$ cat config.mk
export PLATFORM = sky130hd
export DESIGN_NAME = cascade_pid_position_speed
export DESIGN_NICKNAME = d
export VERILOG_FILES = /design/src/cpps_pkg.sv /design/src/cpps_mac.sv /design/src/cpps_ctrl.sv /design/src/cascade_pid_position_speed.sv
export VERILOG_INCLUDE_DIRS = /design/src /design/src/src
export SDC_FILE = /design/constraint.sdc
export NUM_CORES = 2
export LEC_CHECK = 0
export ABC_AREA = 1
export CAP_MARGIN = 40
export CORE_ASPECT_RATIO = 0.7
export CORE_UTILIZATION = 25
export CTS_CLUSTER_SIZE = 16
export DETAILED_ROUTE_END_ITERATION = 7
export DONT_BUFFER_PORTS = 1
export GPL_ROUTABILITY_DRIVEN = 0
export PLACE_DENSITY = 0.38
export SLEW_MARGIN = 15
export SYNTH_ARGS = -nofsm -noshare
export SYNTH_HDL_FRONTEND = slang
export SYNTH_HIERARCHICAL = 1
export SYNTH_SLANG_ARGS = --single-unit
$ cat constraint.sdc
create_clock -name clk_i -period 19.95 [get_ports clk_i]
set_clock_uncertainty 0.05 [all_clocks]
set_input_delay 3.99 -clock clk_i [delete_from_list [all_inputs] [get_ports clk_i]]
set_output_delay 3.99 -clock clk_i [all_outputs]
set_load 0.03 [all_outputs]
$ cat src/cascade_pid_position_speed_macros.svh
// Assertion macros shared by the cascade PID position and speed controller.
`ifndef CASCADE_PID_POSITION_SPEED_MACROS_SVH
`define CASCADE_PID_POSITION_SPEED_MACROS_SVH

`ifndef SYNTHESIS
// Checks that a property holds at every clock edge outside reset.
`define CPPS_ASSERT(lbl, prop, msg) \
  lbl: assert property (@(posedge clk_i) disable iff (!rst_ni) (prop)) else $error(msg);
// Checks that a consequent holds in the cycle of its antecedent.
`define CPPS_ASSERT_IMP(lbl, ante, cons, msg) \
  lbl: assert property (@(posedge clk_i) disable iff (!rst_ni) (ante) |-> (cons)) \
    else $error(msg);
// Checks that a consequent holds in the cycle after its antecedent.
`define CPPS_ASSERT_NXT(lbl, ante, cons, msg) \
  lbl: assert property (@(posedge clk_i) disable iff (!rst_ni) (ante) |=> (cons)) \
    else $error(msg);
`else
`define CPPS_ASSERT(lbl, prop, msg)
`define CPPS_ASSERT_IMP(lbl, ante, cons, msg)
`define CPPS_ASSERT_NXT(lbl, ante, cons, msg)
`endif

`endif

$ cat src/cpps_pkg.sv
// Types, constants and control codes of the cascade PID controller.
package cpps_pkg;

  localparam int unsigned FRAC_BITS = 16;
  localparam int unsigned POS_W     = 16;
  localparam int unsigned GAIN_W    = 32;
  localparam int unsigned OUT_W     = 16;
  localparam int unsigned ERR_W     = 18;
  localparam int unsigned OPND_W    = ERR_W + 1;
  localparam int unsigned PROD_W    = GAIN_W + 1 + OPND_W;
  localparam int unsigned ACC_W     = PROD_W + 2;
  localparam int unsigned CFG_ADDR_W = 4;

  localparam logic signed [ACC_W-1:0] ROUND_HALF = ACC_W'(1) <<< (FRAC_BITS - 1);
  localparam logic signed [ACC_W-1:0] SAT_HI = {{(ACC_W-OUT_W+1){1'b0}}, {(OUT_W-1){1'b1}}};
  localparam logic signed [ACC_W-1:0] SAT_LO = {{(ACC_W-OUT_W+1){1'b1}}, {(OUT_W-1){1'b0}}};

  typedef enum logic [CFG_ADDR_W-1:0] {
    REG_TARGET   = 4'd0,
    REG_OUTER_KP = 4'd1,
    REG_OUTER_KI = 4'd2,
    REG_OUTER_KD = 4'd3,
    REG_INNER_KP = 4'd4,
    REG_INNER_KI = 4'd5,
    REG_INNER_KD = 4'd6,
    REG_LIMIT    = 4'd7
  } cfg_reg_e;

  typedef enum logic [1:0] {
    SEL_P = 2'd0,
    SEL_I = 2'd1,
    SEL_D = 2'd2
  } mul_sel_e;

  typedef enum logic [1:0] {
    ACC_HOLD = 2'd0,
    ACC_LOAD = 2'd1,
    ACC_ADD  = 2'd2
  } acc_op_e;

  typedef struct packed {
    logic     err_en;
    logic     mul_en;
    mul_sel_e mul_sel;
    acc_op_e  acc_op;
    logic     rnd_en;
    logic     out_load;
    logic     inner;
  } ctrl_t;

  typedef struct packed {
    logic [POS_W-1:0] measured_position;
    logic [POS_W-1:0] measured_speed;
  } in_t;

  typedef struct packed {
    logic signed [OUT_W-1:0] drive;
    logic signed [OUT_W-1:0] speed_target;
  } out_t;

endpackage

$ cat src/cpps_mac.sv
// Shared multiply-accumulate unit with rounding and output saturation.
module cpps_mac
  import cpps_pkg::*;
(
  input  logic                     clk_i,
  input  ctrl_t                    ctrl_i,
  input  logic [GAIN_W-1:0]        gain_i,
  input  logic signed [OPND_W-1:0] opnd_i,
  output logic signed [OUT_W-1:0]  y_o
);

  logic signed [GAIN_W:0]    gain_s;
  logic signed [PROD_W-1:0]  prod_q;
  logic signed [ACC_W-1:0]   acc_q, acc_d;
  logic signed [ACC_W-1:0]   rnd, shf;

  assign gain_s = $signed({1'b0, gain_i});

  always_ff @(posedge clk_i) begin
    if (ctrl_i.mul_en) begin
      prod_q <= gain_s * opnd_i;
    end
    acc_q <= acc_d;
  end

  always_comb begin
    unique case (ctrl_i.acc_op)
      ACC_LOAD: acc_d = ACC_W'(prod_q);
      ACC_ADD:  acc_d = acc_q + ACC_W'(prod_q);
      default:  acc_d = acc_q;
    endcase
  end

  // Round to nearest with ties upward, then clip to the output range.
  assign rnd = acc_q + ROUND_HALF;
  assign shf = rnd >>> FRAC_BITS;

  always_comb begin
    priority if (shf > SAT_HI) begin
      y_o = SAT_HI[OUT_W-1:0];
    end else if (shf < SAT_LO) begin
      y_o = SAT_LO[OUT_W-1:0];
    end else begin
      y_o = shf[OUT_W-1:0];
    end
  end

endmodule

$ cat src/cpps_ctrl.sv
// Sequencer that walks both loops through the shared multiply-accumulate unit.
module cpps_ctrl
  import cpps_pkg::*;
(
  input  logic  clk_i,
  input  logic  rst_ni,
  input  logic  in_fire_i,
  input  logic  out_free_i,
  output logic  idle_o,
  output ctrl_t ctrl_o
);

  typedef enum logic [7:0] {
    ST_IDLE = 8'b0000_0001,
    ST_ERR  = 8'b0000_0010,
    ST_MP   = 8'b0000_0100,
    ST_MI   = 8'b0000_1000,
    ST_MD   = 8'b0001_0000,
    ST_AD   = 8'b0010_0000,
    ST_RND  = 8'b0100_0000,
    ST_OUT  = 8'b1000_0000
  } state_e;

  state_e state_q, state_d;
  logic   inner_q, inner_d;

  always_ff @(posedge clk_i or negedge rst_ni) begin
    if (!rst_ni) begin
      state_q <= ST_IDLE;
      inner_q <= 1'b0;
    end else begin
      state_q <= state_d;
      inner_q <= inner_d;
    end
  end

  always_comb begin
    state_d = state_q;
    inner_d = inner_q;
    ctrl_o  = '{err_en: 1'b0, mul_en: 1'b0, mul_sel: SEL_P, acc_op: ACC_HOLD,
                rnd_en: 1'b0, out_load: 1'b0, inner: inner_q};
    unique case (state_q)
      ST_IDLE: begin
        if (in_fire_i) begin
          state_d = ST_ERR;
          inner_d = 1'b0;
        end
      end
      ST_ERR: begin
        ctrl_o.err_en = 1'b1;
        state_d = ST_MP;
      end
      ST_MP: begin
        ctrl_o.mul_en  = 1'b1;
        ctrl_o.mul_sel = SEL_P;
        state_d = ST_MI;
      end
      ST_MI: begin
        ctrl_o.mul_en  = 1'b1;
        ctrl_o.mul_sel = SEL_I;
        ctrl_o.acc_op  = ACC_LOAD;
        state_d = ST_MD;
      end
      ST_MD: begin
        ctrl_o.mul_en  = 1'b1;
        ctrl_o.mul_sel = SEL_D;
        ctrl_o.acc_op  = ACC_ADD;
        state_d = ST_AD;
      end
      ST_AD: begin
        ctrl_o.acc_op = ACC_ADD;
        state_d = ST_RND;
      end
      ST_RND: begin
        ctrl_o.rnd_en = 1'b1;
        if (inner_q) begin
          state_d = ST_OUT;
        end else begin
          inner_d = 1'b1;
          state_d = ST_ERR;
        end
      end
      ST_OUT: begin
        if (out_free_i) begin
          ctrl_o.out_load = 1'b1;
          state_d = ST_IDLE;
        end
      end
      default: begin
        state_d = ST_IDLE;
      end
    endcase
  end

  assign idle_o = (state_q == ST_IDLE);

endmodule

$ cat src/cascade_pid_position_speed.sv
// Top level of the two-stage cascade PID controller for position and speed.
// Each input beat carries a measured position and a measured speed and yields
// exactly one output beat with the motor drive and the speed target. The outer
// loop compares the position with target_position and its saturated result is,
// in the same beat, the setpoint of the inner speed loop, whose result is the
// drive. Gains are unsigned Q16.16; both error sums saturate at plus or minus
// integral_limit, and both results round to nearest and saturate to 16-bit
// signed. Once a beat is accepted, in_ready_o stays low until its result is
// loaded into the output register, as both loops share one 33 by 19 bit
// multiplier and its accumulator and each loop uses it for an error update,
// three products, a final add and rounding. The result waits in that register,
// so the next beat can be taken while it is still pending; the block only
// stalls at its last step if the previous result was not yet taken. Registers
// are written through cfg_we_i, cfg_addr_i and cfg_wdata_i with no wait state;
// the user must write them only while the block is idle, which the block
// itself does not enforce; writes to an index above 7 are ignored and data
// bits above a register's width are dropped.
`include "cascade_pid_position_speed_macros.svh"

module cascade_pid_position_speed
  import cpps_pkg::*;
(
  input  logic                  clk_i,
  input  logic                  rst_ni,
  input  logic                  cfg_we_i,
  input  logic [CFG_ADDR_W-1:0] cfg_addr_i,
  input  logic [GAIN_W-1:0]     cfg_wdata_i,
  input  logic                  in_valid_i,
  output logic                  in_ready_o,
  input  in_t                   in_data_i,
  output logic                  out_valid_o,
  input  logic                  out_ready_i,
  output out_t                  out_data_o
);

  // Configuration registers.
  logic [POS_W-1:0]  target_q, limit_q;
  logic [GAIN_W-1:0] okp_q, oki_q, okd_q, ikp_q, iki_q, ikd_q;

  always_ff @(posedge clk_i or negedge rst_ni) begin
    if (!rst_ni) begin
      target_q <= POS_W'(4000);
      okp_q    <= GAIN_W'(6554);
      oki_q    <= GAIN_W'(66);
      okd_q    <= '0;
      ikp_q    <= GAIN_W'(6554);
      iki_q    <= GAIN_W'(66);
      ikd_q    <= GAIN_W'(655);
      limit_q  <= POS_W'(900);
    end else if (cfg_we_i) begin
      unique case (cfg_addr_i)
        REG_TARGET:   target_q <= cfg_wdata_i[POS_W-1:0];
        REG_OUTER_KP: okp_q    <= cfg_wdata_i;
        REG_OUTER_KI: oki_q    <= cfg_wdata_i;
        REG_OUTER_KD: okd_q    <= cfg_wdata_i;
        REG_INNER_KP: ikp_q    <= cfg_wdata_i;
        REG_INNER_KI: iki_q    <= cfg_wdata_i;
        REG_INNER_KD: ikd_q    <= cfg_wdata_i;
        REG_LIMIT:    limit_q  <= cfg_wdata_i[POS_W-1:0];
        default: ;
      endcase
    end
  end

  // Sequencer.
  ctrl_t ctrl;
  logic  idle, in_fire, out_free;
  logic  out_valid_q;

  assign in_ready_o = idle;
  assign in_fire    = in_valid_i && idle;
  assign out_free   = !out_valid_q || out_ready_i;

  cpps_ctrl u_ctrl (
    .clk_i      (clk_i),
    .rst_ni     (rst_ni),
    .in_fire_i  (in_fire),
    .out_free_i (out_free),
    .idle_o     (idle),
    .ctrl_o     (ctrl)
  );

  // The accepted sample is held for the whole computation.
  logic [POS_W-1:0] pos_q, spd_q;

  always_ff @(posedge clk_i) begin
    if (in_fire) begin
      pos_q <= in_data_i.measured_position;
      spd_q <= in_data_i.measured_speed;
    end
  end

  // Loop state: last error, the one before it, and the saturated error sum.
  logic signed [ERR_W-1:0]  o_last_q, o_prev_q, o_sum_q;
  logic signed [ERR_W-1:0]  i_last_q, i_prev_q, i_sum_q;
  logic signed [OPND_W-1:0] d_q;
  logic signed [OUT_W-1:0]  st_q;

  logic signed [ERR_W-1:0]  cur_last, cur_prev, cur_sum;
  logic signed [OPND_W-1:0] set_s, meas_s, err_w, sum_w, d_w, lim_w, sum_sat;
  logic signed [ERR_W-1:0]  err_n, sum_n;

  assign cur_last = ctrl.inner ? i_last_q : o_last_q;
  assign cur_prev = ctrl.inner ? i_prev_q : o_prev_q;
  assign cur_sum  = ctrl.inner ? i_sum_q  : o_sum_q;

  // The inner setpoint is the saturated speed target of this same beat.
  assign set_s  = ctrl.inner ? OPND_W'(st_q) : $signed({3'b000, target_q});
  assign meas_s = $signed({3'b000, ctrl.inner ? spd_q : pos_q});
  assign err_w  = set_s - meas_s;
  assign sum_w  = OPND_W'(cur_sum) + err_w;
  assign d_w    = OPND_W'(cur_last) - OPND_W'(cur_prev);
  assign lim_w  = $signed({3'b000, limit_q});

  always_comb begin
    priority if (sum_w > lim_w) begin
      sum_sat = lim_w;
    end else if (sum_w < -lim_w) begin
      sum_sat = -lim_w;
    end else begin
      sum_sat = sum_w;
    end
  end

  assign err_n = err_w[ERR_W-1:0];
  assign sum_n = sum_sat[ERR_W-1:0];

  always_ff @(posedge clk_i or negedge rst_ni) begin
    if (!rst_ni) begin
      o_last_q <= '0;
      o_prev_q <= '0;
      o_sum_q  <= '0;
      i_last_q <= '0;
      i_prev_q <= '0;
      i_sum_q  <= '0;
    end else if (ctrl.err_en) begin
      if (ctrl.inner) begin
        i_last_q <= err_n;
        i_prev_q <= i_last_q;
        i_sum_q  <= sum_n;
      end else begin
        o_last_q <= err_n;
        o_prev_q <= o_last_q;
        o_sum_q  <= sum_n;
      end
    end
  end

  // The derivative uses the two errors stored before this update.
  always_ff @(posedge clk_i) begin
    if (ctrl.err_en) begin
      d_q <= d_w;
    end
  end

  // Operand and gain selection for the shared multiplier. After the update
  // the loop's last error and sum registers hold this beat's values.
  logic [GAIN_W-1:0]        gain;
  logic signed [OPND_W-1:0] opnd;
  logic signed [OUT_W-1:0]  y;

  always_comb begin
    unique case (ctrl.mul_sel)
      SEL_P: begin
        gain = ctrl.inner ? ikp_q : okp_q;
        opnd = OPND_W'(cur_last);
      end
      SEL_I: begin
        gain = ctrl.inner ? iki_q : oki_q;
        opnd = OPND_W'(cur_sum);
      end
      SEL_D: begin
        gain = ctrl.inner ? ikd_q : okd_q;
        opnd = d_q;
      end
      default: begin
        gain = '0;
        opnd = '0;
      end
    endcase
  end

  cpps_mac u_mac (
    .clk_i  (clk_i),
    .ctrl_i (ctrl),
    .gain_i (gain),
    .opnd_i (opnd),
    .y_o    (y)
  );

  // The outer result is kept as the speed target; the inner result stays on
  // the accumulator output until it is loaded into the output register.
  always_ff @(posedge clk_i) begin
    if (ctrl.rnd_en && !ctrl.inner) begin
      st_q <= y;
    end
  end

  out_t out_q;

  always_ff @(posedge clk_i or negedge rst_ni) begin
    if (!rst_ni) begin
      out_valid_q <= 1'b0;
    end else if (ctrl.out_load) begin
      out_valid_q <= 1'b1;
    end else if (out_ready_i) begin
      out_valid_q <= 1'b0;
    end
  end

  always_ff @(posedge clk_i) begin
    if (ctrl.out_load) begin
      out_q.drive        <= y;
      out_q.speed_target <= st_q;
    end
  end

  assign out_valid_o = out_valid_q;
  assign out_data_o  = out_q;

  `CPPS_ASSERT_NXT(a_busy_after_accept, in_fire, !in_ready_o, "ready after accepted beat")
  `CPPS_ASSERT_IMP(a_no_overwrite, ctrl.out_load, out_free, "pending result overwritten")
  `CPPS_ASSERT_NXT(a_load_valid, ctrl.out_load, out_valid_q, "loaded result not valid")
  `CPPS_ASSERT(a_err_only_busy, !(ctrl.err_en && idle), "loop update while idle")

endmodule
Yosys cells after proc, flatten, opt, wreduce, memory -nomap -nowiden --
Cells that the tools add are included.
Word-level totals: register bits after elaboration 547, latch bits 0, bits in writable memories 0, memory bits (read-only) 0, input port bits 73, output and inout port bits 34, logic and storage cells 110, memories kept 0
Operators by class: add/subtract/negate cells 6, multiply operators 1, div/mod/pow operators 0, magnitude comparators 4, equal/unequal tests 21, shifts and indexed selects 0, mux-type cells 29, bitwise operators 1, reduce and logical (&&, ||, !) cells 23
Operators with widths (count):
- $pmux W54 S2 | 1
- $mux W32 | 3
- $pmux W32 S3 | 1
- $mux W18 | 5
- $pmux W8 S8 | 1
- $pmux W19 S3 | 1
- $add A54 B17 Y54 const B | 1
- $add A54 B52 Y54 | 1
- $mul A33 B19 Y52 | 1
- $mux W16 | 3
- $gt A38 B16 Y1 const B | 1
- $lt A38 B16 Y1 const B | 1
- $mux W8 | 3
- $reduce_and A2 Y1 | 12
- $add A18 B19 Y19 | 1
- $gt A19 B17 Y1 | 1
- $lt A19 B19 Y1 | 1
- $mux W19 | 1
- $neg A16 Y19 | 1
- $sub A18 B18 Y19 | 1
- $sub A19 B17 Y19 | 1
- $eq A4 B3 Y1 const B | 4
- $pmux W3 S3 | 1
- $eq A4 B2 Y1 const B | 2
- other kinds (24) | 36

Logic depth before layout (Yosys ltp) --
word-level depth 6, depth in mapped cells 42, mapped depth without buffers 38

Cells and area by module --
Netlist, hierarchy kept.
Modules (own cells, without submodules):
- cpps_mac | instances 1, cells an instance 4037, area each 29906.2 µm², sequential area each 3183.1 µm²
- cascade_pid_position_speed | instances 1, cells an instance 2627, area each 22265.1 µm², sequential area each 11348.4 µm²
- cpps_ctrl | instances 1, cells an instance 86, area each 566.8 µm², sequential area each 226.5 µm²

Worst setup path after synthesis --
OpenSTA, ideal clock, no wires.
kind input-to-reg, from input port out_ready_i, to register out_q (netlist bit out_data_o[0]) (enable), library setup time 0.505 ns, data arrival time 7.362 ns, slack 12.033 ns, cell stages on the path 4, path buffers 0, path through inv_1 nand2_1 inv_1 nor4_1
RTL lines:
- from (decl) | RTL line cascade_pid_position_speed.sv:32 | input logic out_ready_i,
- to (decl) | RTL line cascade_pid_position_speed.sv:199 | out_t out_q;

Final worst setup path --
from register u_ctrl.inner_q, to register u_mac.prod_q[36], data pin
On the way: longest elaborated chain between the ends 3, elaborated cells on any way between the ends 8
RTL lines:
- from (decl) | RTL line cpps_ctrl.sv:25 | logic inner_q, inner_d;
- from (signal assigned) | RTL line cpps_ctrl.sv:33 | inner_q <= inner_d;
- $mux W32, on equally long branches | RTL line cascade_pid_position_speed.sv:173, cascade_pid_position_speed.sv:165, cascade_pid_position_speed.sv:169
- $pmux W32 S3 * | RTL line cascade_pid_position_speed.sv:163 | unique case (ctrl.mul_sel)
- net gain[10] | RTL line cascade_pid_position_speed.sv:158 | logic [GAIN_W-1:0] gain;
- $mul A33 B19 Y52 * | RTL line cpps_mac.sv:21 | prod_q <= gain_s * opnd_i;
- to (signal assigned) | RTL line cpps_mac.sv:21
- to (decl) | RTL line cpps_mac.sv:13 | logic signed [PROD_W-1:0] prod_q;
Mark *: on every way through the listed nets, which the timed path passes. The rest lies on a longest branch. A chain may end at the register's enable or synchronous reset.

==> flow_summary.yaml <==
yosys:
  synth-edff-count: 205
  syn_inst: 6750
  synth_warnings: 6
  netlist_top_cells_count: "nand2_1, inv_1, o21ai_0"
  synth_seq_cells: 547
  async_flop_share_pct: 62.52
  synth.cell_area_mm2: 0.05274
  yosysSeqAreaShare_pct: 27.98
  synth.distinct_cells: 59
  post-synth-top-count-cell: "nand2_1"
  synthTopCellsByArea: "fa_1, dfrtp_1, nand2_1, edfxtp_1, inv_1"
  ys.flop_type: "dfrtp_1"
  synth_top_area_share_pct: 19.47
  synth_nets: 7663
  syn_area_per_cell_um2: 7.813
  yosysTopAreaCell: "fa_1"
worst_setup_path:
  worstPathMaxFanout: 66
  cp.arrival_ps: 9660
  worstPathRequired_ps: 20280
  path_class: "reg -> reg"
  cp-end-kind: "register"
  cp-start-kind: "register"
sta:
  max-slew-margin-rel_pct: 5.712
  fin_crit_sh_pct: 46.72
  final_hold_viol_count: 0
  setup_tns_ps: 0
  drv_slew: 0
  rsz0062_at_grt: "false"
  worst_slew_pin_slew_ps: 1414
  fmax_mhz: 107.3
  setup_viol: 0
  finalCriticalPeriod_ps: 9322
grt:
  grt_max_degree: 343
  grt_overflow: 0
  grt_pass1_vias: 43540
  antenna_found_initial: 3
  grt_pass1_wl_um: 288700
  grt_use_total_pct: 18.24
layout:
  area_growth_pct: 10.60
  finalNonFillerCells: 9466
  design_area_mm2: 0.05833
  fin_nets: 7559
  final_util_pct: 27.93
  drive_gt1_share_pct: 6.273
clock_network:
  post_cts_resized: 0
  post_cts_buffers: 0
  htreeDepth: 3
  cts_inserted_buffers: 66
  clk_pin_slew_ps: 70
  root_buffer: "clkbuf_16"
  cts_tree: "yes"
  cts_sinks: 547
  hold_buffers: 0
  cts_buffer_depth: 3
  insertion_delay_ps: 660
min_path:
  min_path_type: "reg -> reg"
route:
  post_drt_wl_per_cell_um: 20.28
  routed_wl_um: 191900
  ant_nets: 0
  drc_errors: 0
  num_vias: 43380
  first_pass_iters: 5
  drtIter0Drc: 4045
  detail_route.vias_per_cell: 4.583
die:
  die_y_um: 386.3
  core_area_mm2: 0.2088
  dieArea_mm2: 0.2128
  start_util_pct: 25.26
  num_io_pins: 107
  rows: 140
  die_width_um: 551.0
run_status:
  outcome: "completed"
job:
  max_cap_violations: 0
placement:
  place_inst: 9343
  place_area_mm2: 0.05611
  io_buffers: 0
  hpwl_um: 145400
-- flip-flops by register name (all words and copies together), names as in the netlist --
signal	flops
iki_q	32
spd_q	16
i_last_q	18
i_prev_q	18
d_q	19
ikp_q	32
o_prev_q	18
out_data_o	32
o_sum_q	18
o_last_q	18
limit_q	16
pos_q	16
okp_q	32
ikd_q	32
i_sum_q	18
u_mac/prod_q	52
out_valid_o	1
oki_q	32
okd_q	32
u_ctrl/state_q	8
target_q	16
st_q	16
u_ctrl/inner_q	1
u_mac/acc_q	54
-- kinds of logic after synthesis --
| group | count (synthesis) | share of synthesized area [%] |
|---|---|---|
| simple gates | 2768 | 21.67 |
| buf+inv | 1520 | 10.97 |
| compound gates | 908 | 9.293 |
| fa+ha+maj | 840 | 27.23 |
| flops | 547 | 27.98 |
| xor+xnor | 136 | 2.259 |
| mux | 31 | 0.5884 |
-- worst paths after layout --
| path | end | startpoint | slack (ps) | cells past startpoint |
|---|---|---|---|---|
| setup / recovery | u_mac/prod_q[36]$_DFFE_PP_ | u_ctrl/inner_q$_DFFE_PN0P_ | 10630 | 26 |
| setup reg to reg | u_mac/prod_q[36]$_DFFE_PP_ | u_ctrl/inner_q$_DFFE_PN0P_ | 10630 | 26 |
| min in group asynchronous | iki_q[24]$_DFFE_PN0P_ | rst_ni | 2990 | 0 |
| hold reg to reg | out_data_o[5]$_DFFE_PP_ | st_q[5]$_DFFE_PP_ | 430 | 0 |
| max in group asynchronous | u_ctrl/inner_q$_DFFE_PN0P_ | rst_ni | 15560 | 0 |
| hold / removal | out_data_o[5]$_DFFE_PP_ | st_q[5]$_DFFE_PP_ | 430 | 0 |
-- per-stage QoR --
step                setup slack [ps]  hold WS (ps)
floorplan                      12030         368.3
CTS                            10620         421.1
detailed placement             10670         405.9
finish                         10630         425.6
global placement               10440         395.0
global route                   10090         424.5
-- layout make-up --
type / instances / area [um^2]
clock buffer: 83 / 1755
clock inverter: 34 / 389.1
fill: 22840 / 150500
antenna: 2 / 5.005
tap: 2769 / 3465
multi-input combinational: 4683 / 32490
sequential: 547 / 14760
timing repair buffer: 88 / 730.7
inverter: 1260 / 4731
-- critical path: stages, from the launching register on --
cell	delay, ps
dfrtp_4	750
buf_4	670
buf_4	480
buf_16	290
o21ai_0	190
o221ai_4	700
nand2_1	110
inv_1	110
fa_1	420
inv_1	80
fa_1	430
fa_1	510
inv_1	50
fa_1	590
fa_1	440
fa_1	540
fa_1	430
ha_1	360
nand2_1	120
nor2_1	360
inv_1	110
nor3_1	140
nand2_1	100
nand2_1	210
nand3_1	120
nand2_1	120
xor2_1	430
-- layer usage --
layer	track usage [%]	up-vias	share of wire [%]	routed length, um
met4	2.554	0	1.2	2244
li1	-	20740	-	-
met5	0	-	0	0
met3	4.796	125	8.0	15440
met1	28.79	21350	53	101700
met2	24.60	1166	38	72570
-- placed cells by master, fill, tap and decap left out, drive strengths merged, types with 47 or more instances in the layout --
master / count
clkbuf: 83
nor3: 47
fa: 513
dfrtp: 307
edfxtp: 205
inv: 1264
nand2: 1896
xnor2: 49
o21ai: 520
nand3: 245
nand4: 48
nor2: 479
buf: 88
xor2: 87
ha: 327
a21oi: 266
Power is not shown: default switching activity piles up to over one toggle a cycle in this logic, so the estimate is an artifact.
